### config.mk
export PLATFORM = sky130hd
export DESIGN_NAME = calendar_clock_segment_display
export DESIGN_NICKNAME = d
export VERILOG_FILES = /design/src/hdl/ccsd_pkg.sv /design/src/hdl/ccsd_calendar.sv /design/src/hdl/ccsd_render.sv /design/src/hdl/calendar_clock_segment_display.sv
export SDC_FILE = /design/constraint.sdc
export NUM_CORES = 1
export LEC_CHECK = 0
export BUFFER_PORTS_ARGS = -buffer_cell sky130_fd_sc_hd__buf_2
export CORE_ASPECT_RATIO = 0.75
export CORE_MARGIN = 2
export CORE_UTILIZATION = 30
export DETAILED_ROUTE_END_ITERATION = 10
export GPL_TIMING_DRIVEN = 0
export SLEW_MARGIN = 20
export SYNTH_ARGS = -nofsm -noshare
export SYNTH_HDL_FRONTEND = slang
export SYNTH_SLANG_ARGS = --single-unit
### constraint.sdc
create_clock -name clk -period 11.95 [get_ports clk]
set_input_delay 0.5975 -clock clk [delete_from_list [all_inputs] [get_ports clk]]
set_output_delay 0.5975 -clock clk [all_outputs]
set_load 0.03 [all_outputs]
### src/hdl/ccsd_pkg.sv
// Shared types, constants and digit helpers for the calendar clock display.
package ccsd_pkg;

  localparam int CFG_INDEX_W = 8;
  localparam int CFG_DATA_W  = 8;

  typedef logic [CFG_INDEX_W-1:0] cfg_index_t;
  typedef logic [CFG_DATA_W-1:0]  cfg_data_t;

  // Register indexes on the configuration port
  localparam cfg_index_t CFG_DISPLAY_ENABLE   = 8'd0;
  localparam cfg_index_t CFG_TICKS_PER_SECOND = 8'd1;
  localparam cfg_index_t CFG_MIN_PRESS_TICKS  = 8'd2;
  localparam cfg_index_t CFG_MAX_PRESS_TICKS  = 8'd3;

  // Display modes
  localparam logic [1:0] MODE_TIME       = 2'd0;
  localparam logic [1:0] MODE_SHORT_DATE = 2'd1;
  localparam logic [1:0] MODE_LONG_DATE  = 2'd2;

  localparam logic [7:0] DP_BIT = 8'h80;

  localparam logic [7:0] SEG_DIGIT [10] = '{
    8'h3f, 8'h06, 8'h5b, 8'h4f, 8'h66, 8'h6d, 8'h7d, 8'h07, 8'h7f, 8'h6f
  };

  localparam logic [4:0] MONTH_LEN [12] = '{
    5'd31, 5'd28, 5'd31, 5'd30, 5'd31, 5'd30,
    5'd31, 5'd31, 5'd30, 5'd31, 5'd30, 5'd31
  };

  // Time and date; year is kept both in binary and as four BCD digits
  typedef struct packed {
    logic [4:0]  hour;
    logic [5:0]  minute;
    logic [5:0]  second;
    logic [13:0] year;
    logic [15:0] year_bcd;
    logic [3:0]  month;
    logic [4:0]  day;
  } cal_t;

  // Tens digit of a value below 64: v*13 >> 7 is exact over that range
  function automatic logic [3:0] tens_of(logic [5:0] v);
    logic [9:0] prod;
    prod = 10'(v) * 10'd13;
    return {1'b0, prod[9:7]};
  endfunction

  function automatic logic [3:0] ones_of(logic [5:0] v);
    logic [5:0] base;
    base = 6'(tens_of(v)) * 6'd10;
    return 4'(v - base);
  endfunction

  function automatic logic [7:0] seg_of(logic [3:0] d, logic dp);
    logic [3:0] idx;
    idx = (d > 4'd9) ? d - 4'd10 : d;
    return SEG_DIGIT[idx] | (dp ? DP_BIT : 8'h00);
  endfunction

endpackage

### src/hdl/ccsd_calendar.sv
// One-second advance of time and date with month lengths and the leap rule.
module ccsd_calendar (
  input  ccsd_pkg::cal_t cal,
  input  logic           step,
  output ccsd_pkg::cal_t cal_next
);
  import ccsd_pkg::*;

  logic [3:0] yd0, yd1, yd2, yd3;
  logic       last_two_zero, leap;
  logic [1:0] low_mod4, hund_mod4;
  logic [4:0] month_days;
  logic [3:0] month_idx;
  logic [5:0] second_inc, minute_inc, day_inc;
  logic [4:0] hour_inc, month_inc;
  logic [3:0] yd0_n, yd1_n, yd2_n, yd3_n;

  assign yd0 = cal.year_bcd[3:0];
  assign yd1 = cal.year_bcd[7:4];
  assign yd2 = cal.year_bcd[11:8];
  assign yd3 = cal.year_bcd[15:12];

  // 10t + o is 2t + o modulo 4
  assign low_mod4      = 2'({yd1[0], 1'b0} + yd0[1:0]);
  assign hund_mod4     = 2'({yd3[0], 1'b0} + yd2[1:0]);
  assign last_two_zero = (yd1 == 4'd0) && (yd0 == 4'd0);
  assign leap = ((low_mod4 == 2'd0) && !last_two_zero) ||
                (last_two_zero && (hund_mod4 == 2'd0));

  assign month_idx = cal.month - 4'd1;

  always_comb begin
    if (cal.month == 4'd2 && leap) begin
      month_days = 5'd29;
    end else if (cal.month < 4'd1 || cal.month > 4'd12) begin
      month_days = 5'd31;
    end else begin
      month_days = MONTH_LEN[month_idx];
    end
  end

  assign second_inc = cal.second + 6'd1;
  assign minute_inc = cal.minute + 6'd1;
  assign hour_inc   = cal.hour + 5'd1;
  assign day_inc    = {1'b0, cal.day} + 6'd1;
  assign month_inc  = {1'b0, cal.month} + 5'd1;

  // BCD year increment
  always_comb begin
    yd0_n = yd0;
    yd1_n = yd1;
    yd2_n = yd2;
    yd3_n = yd3;
    if (yd0 < 4'd9) begin
      yd0_n = yd0 + 4'd1;
    end else begin
      yd0_n = 4'd0;
      if (yd1 < 4'd9) begin
        yd1_n = yd1 + 4'd1;
      end else begin
        yd1_n = 4'd0;
        if (yd2 < 4'd9) begin
          yd2_n = yd2 + 4'd1;
        end else begin
          yd2_n = 4'd0;
          yd3_n = (yd3 < 4'd9) ? yd3 + 4'd1 : 4'd0;
        end
      end
    end
  end

  always_comb begin
    cal_next = cal;
    if (step) begin
      if (second_inc < 6'd60) begin
        cal_next.second = second_inc;
      end else begin
        cal_next.second = 6'd0;
        if (minute_inc < 6'd60) begin
          cal_next.minute = minute_inc;
        end else begin
          cal_next.minute = 6'd0;
          if (hour_inc < 5'd24) begin
            cal_next.hour = hour_inc;
          end else begin
            cal_next.hour = 5'd0;
            if (day_inc <= {1'b0, month_days}) begin
              cal_next.day = day_inc[4:0];
            end else begin
              cal_next.day = 5'd1;
              if (month_inc <= 5'd12) begin
                cal_next.month = month_inc[3:0];
              end else begin
                cal_next.month = 4'd1;
                if (cal.year >= 14'd9999) begin
                  cal_next.year     = 14'd0;
                  cal_next.year_bcd = 16'h0000;
                end else begin
                  cal_next.year     = cal.year + 14'd1;
                  cal_next.year_bcd = {yd3_n, yd2_n, yd1_n, yd0_n};
                end
              end
            end
          end
        end
      end
    end
  end

endmodule

### src/hdl/ccsd_render.sv
// Seven-segment rendering of time or date into eight segment bytes.
module ccsd_render (
  input  ccsd_pkg::cal_t cal,
  input  logic [1:0]     mode,
  input  logic           enable,
  output logic [63:0]    segments
);
  import ccsd_pkg::*;

  logic [7:0] digit [8];
  logic [3:0] a_tens, a_ones, b_tens, b_ones, c_tens, c_ones;

  always_comb begin
    if (mode == MODE_SHORT_DATE) begin
      a_tens = cal.year_bcd[7:4];
      a_ones = cal.year_bcd[3:0];
      b_tens = tens_of({2'b00, cal.month});
      b_ones = ones_of({2'b00, cal.month});
      c_tens = tens_of({1'b0, cal.day});
      c_ones = ones_of({1'b0, cal.day});
    end else begin
      a_tens = tens_of({1'b0, cal.hour});
      a_ones = ones_of({1'b0, cal.hour});
      b_tens = tens_of(cal.minute);
      b_ones = ones_of(cal.minute);
      c_tens = tens_of(cal.second);
      c_ones = ones_of(cal.second);
    end
  end

  always_comb begin
    if (mode == MODE_LONG_DATE) begin
      digit[0] = seg_of(cal.year_bcd[15:12], 1'b0);
      digit[1] = seg_of(cal.year_bcd[11:8], 1'b0);
      digit[2] = seg_of(cal.year_bcd[7:4], 1'b0);
      digit[3] = seg_of(cal.year_bcd[3:0], 1'b1);
      digit[4] = seg_of(tens_of({2'b00, cal.month}), 1'b0);
      digit[5] = seg_of(ones_of({2'b00, cal.month}), 1'b0);
      digit[6] = seg_of(tens_of({1'b0, cal.day}), 1'b0);
      digit[7] = seg_of(ones_of({1'b0, cal.day}), 1'b0);
    end else begin
      digit[0] = seg_of(a_tens, 1'b0);
      digit[1] = seg_of(a_ones, 1'b1);
      digit[2] = seg_of(b_tens, 1'b0);
      digit[3] = seg_of(b_ones, 1'b1);
      digit[4] = seg_of(c_tens, 1'b0);
      digit[5] = seg_of(c_ones, 1'b0);
      digit[6] = 8'h00;
      digit[7] = 8'h00;
    end
  end

  always_comb begin
    segments = 64'd0;
    if (enable) begin
      for (int j = 0; j < 8; j++) begin
        segments[8*j +: 8] = digit[j];
      end
    end
  end

endmodule

### src/hdl/calendar_clock_segment_display.sv
// Calendar clock with key-selected display mode and seven-segment output.
// Each input transaction is one 10 ms tick carrying the mode key level and
// yields one output transaction with the rendered segment bytes, the mode and
// the time and date after that tick. A tick is held in an input register; the
// key, sub-second, calendar and rendering logic all run combinationally as it
// moves into the output register, so the block takes one tick per clock while
// the output is taken, and its result is valid from the output register. The
// output register stalls the input side only while its result is not taken.
// The year is also kept as BCD digits so the display needs no divider.
// Configuration writes are accepted on every cycle.
module calendar_clock_segment_display (
  input  logic                 clk,
  input  logic                 rst,
  input  logic                 in_valid,
  output logic                 in_ready,
  input  logic                 key_level,
  output logic                 out_valid,
  input  logic                 out_ready,
  output logic [63:0]          segments,
  output logic [1:0]           display_mode,
  output logic [4:0]           hours,
  output logic [5:0]           minutes,
  output logic [5:0]           seconds,
  output logic [13:0]          year_count,
  output logic [3:0]           month_count,
  output logic [4:0]           day_count,
  input  logic                 cfg_valid,
  output logic                 cfg_ready,
  input  ccsd_pkg::cfg_index_t cfg_index,
  input  ccsd_pkg::cfg_data_t  cfg_data
);
  import ccsd_pkg::*;

  // Configuration
  logic       display_enable;
  logic [6:0] ticks_per_second;
  logic [7:0] min_press_ticks;
  logic [7:0] max_press_ticks;

  // State
  cal_t       cal, cal_next;
  logic [1:0] mode, mode_next;
  logic       key_previous;
  logic [7:0] press_ticks, press_next, press_inc;
  logic [6:0] subsecond, subsecond_next;
  logic [7:0] sub_inc;
  logic [6:0] tps_eff;
  logic       second_step;

  // Input register
  logic key_q;
  logic key_q_valid;
  logic advance;

  logic [63:0] segments_next;

  assign cfg_ready = 1'b1;

  assign advance  = key_q_valid && (!out_valid || out_ready);
  assign in_ready = !key_q_valid || advance;

  // Key press timing
  assign press_inc = (press_ticks == 8'hff) ? 8'hff : press_ticks + 8'd1;

  always_comb begin
    press_next = press_ticks;
    mode_next  = mode;
    if (key_previous && !key_q) begin
      press_next = 8'd0;
    end else if (!key_previous) begin
      press_next = press_inc;
      if (key_q && press_inc > min_press_ticks && press_inc < max_press_ticks) begin
        mode_next = (mode >= MODE_LONG_DATE) ? MODE_TIME : mode + 2'd1;
      end
    end
  end

  // Sub-second count; zero ticks per second behaves as one
  assign tps_eff        = (ticks_per_second == 7'd0) ? 7'd1 : ticks_per_second;
  assign sub_inc        = {1'b0, subsecond} + 8'd1;
  assign second_step    = sub_inc >= {1'b0, tps_eff};
  assign subsecond_next = second_step ? 7'd0 : sub_inc[6:0];

  ccsd_calendar u_calendar (
    .cal      (cal),
    .step     (second_step),
    .cal_next (cal_next)
  );

  ccsd_render u_render (
    .cal      (cal_next),
    .mode     (mode_next),
    .enable   (display_enable),
    .segments (segments_next)
  );

  always_ff @(posedge clk) begin
    if (rst) begin
      display_enable   <= 1'b1;
      ticks_per_second <= 7'd100;
      min_press_ticks  <= 8'd2;
      max_press_ticks  <= 8'd100;
    end else if (cfg_valid && cfg_ready) begin
      unique case (cfg_index)
        CFG_DISPLAY_ENABLE:   display_enable   <= cfg_data[0];
        CFG_TICKS_PER_SECOND: ticks_per_second <= cfg_data[6:0];
        CFG_MIN_PRESS_TICKS:  min_press_ticks  <= cfg_data;
        CFG_MAX_PRESS_TICKS:  max_press_ticks  <= cfg_data;
        default: ;
      endcase
    end
  end

  always_ff @(posedge clk) begin
    if (rst) begin
      key_q_valid <= 1'b0;
    end else if (in_valid && in_ready) begin
      key_q_valid <= 1'b1;
    end else if (advance) begin
      key_q_valid <= 1'b0;
    end
  end

  always_ff @(posedge clk) begin
    if (in_valid && in_ready) begin
      key_q <= key_level;
    end
  end

  always_ff @(posedge clk) begin
    if (rst) begin
      cal.hour     <= 5'd12;
      cal.minute   <= 6'd34;
      cal.second   <= 6'd56;
      cal.year     <= 14'd2026;
      cal.year_bcd <= 16'h2026;
      cal.month    <= 4'd6;
      cal.day      <= 5'd8;
      mode         <= MODE_TIME;
      key_previous <= 1'b1;
      press_ticks  <= 8'd0;
      subsecond    <= 7'd0;
    end else if (advance) begin
      cal          <= cal_next;
      mode         <= mode_next;
      key_previous <= key_q;
      press_ticks  <= press_next;
      subsecond    <= subsecond_next;
    end
  end

  always_ff @(posedge clk) begin
    if (rst) begin
      out_valid <= 1'b0;
    end else if (advance) begin
      out_valid <= 1'b1;
    end else if (out_ready) begin
      out_valid <= 1'b0;
    end
  end

  // Hold the result until taken
  always_ff @(posedge clk) begin
    if (advance) begin
      segments     <= segments_next;
      display_mode <= mode_next;
      hours        <= cal_next.hour;
      minutes      <= cal_next.minute;
      seconds      <= cal_next.second;
      year_count   <= cal_next.year;
      month_count  <= cal_next.month;
      day_count    <= cal_next.day;
    end
  end

endmodule
==> results.json <==
{
  "outcome": "finished clean",
  "clk_pin_slew_ns": 0.09,
  "async_reset_ff_share_pct": 0,
  "r2r_cells": 33,
  "relSlewSlack_pct": 30.04,
  "coreArea_um2": 50100,
  "antenna_cells": 0,
  "multi_input_area_um2": 9336,
  "switching_share_pct": 38.96,
  "area_delta_synth_final_pct": 13.67,
  "fmaxAchievable_mhz": 107.7,
  "power_frac_comb_pct": 40.2,
  "yosys.cell_count.top_type": "ha_1",
  "arrival_ns": 9.52,
  "vias_per_cell": 5.233,
  "startpoint_type": "flop",
  "drtAntennaViolNets": 0,
  "post-synth-top-area-cell": "edfxtp_1",
  "cts_setup_buffers": 0,
  "ys_ff_latch": 200,
  "cts_made_buffers": 17,
  "grt.total_usage_pct": 17.02,
  "hp-class": "in -> reg",
  "yosysSeqAreaShare_pct": 32.89,
  "grt_max_degree": 44,
  "power.switching_uw": 921.4,
  "die_area_um2": 52550,
  "post_cts_resize_count": 0,
  "detailed_place_hpwl_um": 34390,
  "pwr-share-seq_pct": 34.7,
  "synth_warnings": 0,
  "nFillCells": 5169,
  "crit_slowest_cell": "or4_1",
  "crit_required_ns": 12.19,
  "nets": 2073,
  "finalSetupViolCount": 0,
  "start_util_pct": 30.37,
  "netlist.area_leader.share_pct": 19.74,
  "final-hold-violation-count": 0,
  "rsz0062_at_grt": "no",
  "grt_pass1_wl_um": 69930,
  "grt_pass1_vias": 12580,
  "drt-initial-drc-count": 1125,
  "drive_above_1_share_pct": 13.14,
  "htreeDepth": 4,
  "finalCritPeriodShare_pct": 77.71,
  "die_w_um": 264.0,
  "fin_setup_tns_ns": 0,
  "drv_slew": 0,
  "drt_pass1_iterations": 5,
  "ff_latch_area_um2": 5005,
  "globalplace.congestion": 0.9004,
  "die_h_um": 199.0,
  "hold_buffers": 0,
  "portBuffers": 122,
  "avgRoutedWirePerCell_um": 17.64,
  "io_pins": 131,
  "cts_tree": "yes",
  "clock_path_buffers": 2,
  "row_count": 71,
  "synth_commonest_cells": "190 x ha_1, 181 x nor2_1, 137 x inv_1, 135 x nand2_1",
  "drv_cap": 0,
  "p_clk_share_pct": 25.0,
  "period_minus_slack_ns": 9.286,
  "drc": 0,
  "antenna_found_initial": 1,
  "p_leak_nw": 7.485,
  "crit_path_max_incr_delay_ns": 0.57,
  "routed_wl_um": 44490,
  "path_common_cell": "ha_1",
  "vias": 13197,
  "ir_drop_uv": 111.8,
  "ctsRootBufferMaster": "clkbuf_16",
  "synthCells": 1703,
  "internal-power_mw": 1.443,
  "avgSynthCellArea_um2": 8.934,
  "cts.sinks": 200,
  "synth-main-ff-cell": "edfxtp_1",
  "timing.hold.ws_ns": 0.3013,
  "fin_skew_ns": 0.02081,
  "synth_edf_count": 100,
  "synth_area_leaders": "edfxtp_1 20%, ha_1 16%, dfxtp_1 13%",
  "cellPowerDensity_nw_per_um2": 136.7,
  "cp_max_fo": 8,
  "clk_latency_ns": 0.49,
  "path_class": "reg -> reg",
  "hold_depth": 1,
  "synth_cell_types": 107,
  "synth_area_um2": 15210,
  "critPathCaptureType": "flop",
  "worst_pin_slew_ns": 1.038,
  "globalRouteOverflowTotal": 0
}
-- worst max-delay path, delay by kind of cell, from the launching register on --
kind	cells	cell delay, ns
buf+inv	2	0.39
simple gates	10	2.32
fa+ha+maj	7	1.99
flops	1	0.37
compound gates	12	3.56
xor+xnor	2	0.39
-- logic make-up after synthesis --
family	Yosys count	share of synthesized area (%)
xor+xnor	49	3.117
compound gates	400	18.90
fa+ha+maj	199	16.81
flops	200	32.89
other cells	2	0.04936
mux	53	3.594
buf+inv	221	5.946
simple gates	579	18.69
-- cell usage in the layout, fill, tap and decap left out, types with 17 or more instances in the layout --
| cell type | instances |
|---|---|
| xnor2_1 | 30 |
| ha_1 | 190 |
| mux2i_1 | 40 |
| edfxtp_1 | 100 |
| nand3_1 | 50 |
| nor2_1 | 181 |
| inv_1 | 137 |
| nand3b_1 | 20 |
| nor2b_1 | 17 |
| nor3_1 | 40 |
| buf_2 | 129 |
| a211oi_1 | 27 |
| a211o_1 | 26 |
| dfxtp_1 | 100 |
| and2_1 | 17 |
| clkbuf_16 | 18 |
| a21oi_1 | 83 |
| clkbuf_1 | 55 |
| nand2_1 | 135 |
| o21ai_0 | 77 |
-- area by class of cell --
| cell class | count | area share [%] |
|---|---|---|
| multi-input combinational | 1287 | 53.99 |
| sequential | 200 | 28.94 |
| tap | 657 | 4.753 |
| timing repair buffer | 125 | 3.791 |
| inverter | 140 | 3.039 |
| clock buffer | 20 | 2.648 |
| buffer | 81 | 2.214 |
| clock inverter | 12 | 0.6294 |
-- worst paths after layout --
| path | startpoint | to | slack [ns] |
|---|---|---|---|
| worst min-delay path | key_level | key_q | 0.30 |
| worst max-delay path | cal[11] | segments[27] | 2.66 |
| worst min register to register | min_press_ticks[1] | min_press_ticks[1] | 0.47 |
| worst max register to register | cal[11] | segments[27] | 2.66 |
-- through the flow --
| stage | instance area (µm²) | total power, mW | std cells | utilization, % | worst slack [ns] |
|---|---|---|---|---|---|
| 3_3_place_gp | 16670 | 1.746 | 2487 | 33.26 | 3.055 |
| 2_1_floorplan | 15230 | 1.534 | 1708 | - | 4.443 |
| 4_1_cts | 17290 | 2.372 | 2522 | 34.52 | 2.830 |
| 5_1_grt | 17290 | 2.510 | 2522 | 34.52 | 2.138 |
| 3_5_place_dp | 16730 | 1.776 | 2490 | 33.39 | 2.882 |
| 6_report | 17290 | 2.365 | 2522 | 34.52 | 2.664 |
-- metal layers --
metal / track usage, % / part of all wire (%) / vias to the layer above
met1: 22.34 / 46 / 6361
met3: 4.791 / 7.4 / 60
met5: 0 / 0.029 / -
met2: 27.09 / 45 / 359
met4: 5.282 / 2.1 / 2
li1: - / - / 6415
-- state kept, by name, summed over array words and instances (netlist names), 6 cells and up --
register	flops
max_press_ticks	8
segments	57
cal	56
minutes	6
seconds	6
press_ticks	8
min_press_ticks	8
subsecond	7
year_count	14
ticks_per_second	7
-- power groups by stage --
stage	clock, mW	combinational [mW]	sequential, mW
after global placement	0	0.906	0.840
after detailed placement	0	0.938	0.838
final	0.592	0.951	0.822
after global routing	0.627	1.06	0.828
after floorplan	0	0.629	0.905
after CTS	0.604	0.946	0.822
No activity file was read; power rests on OpenSTA's default activity.
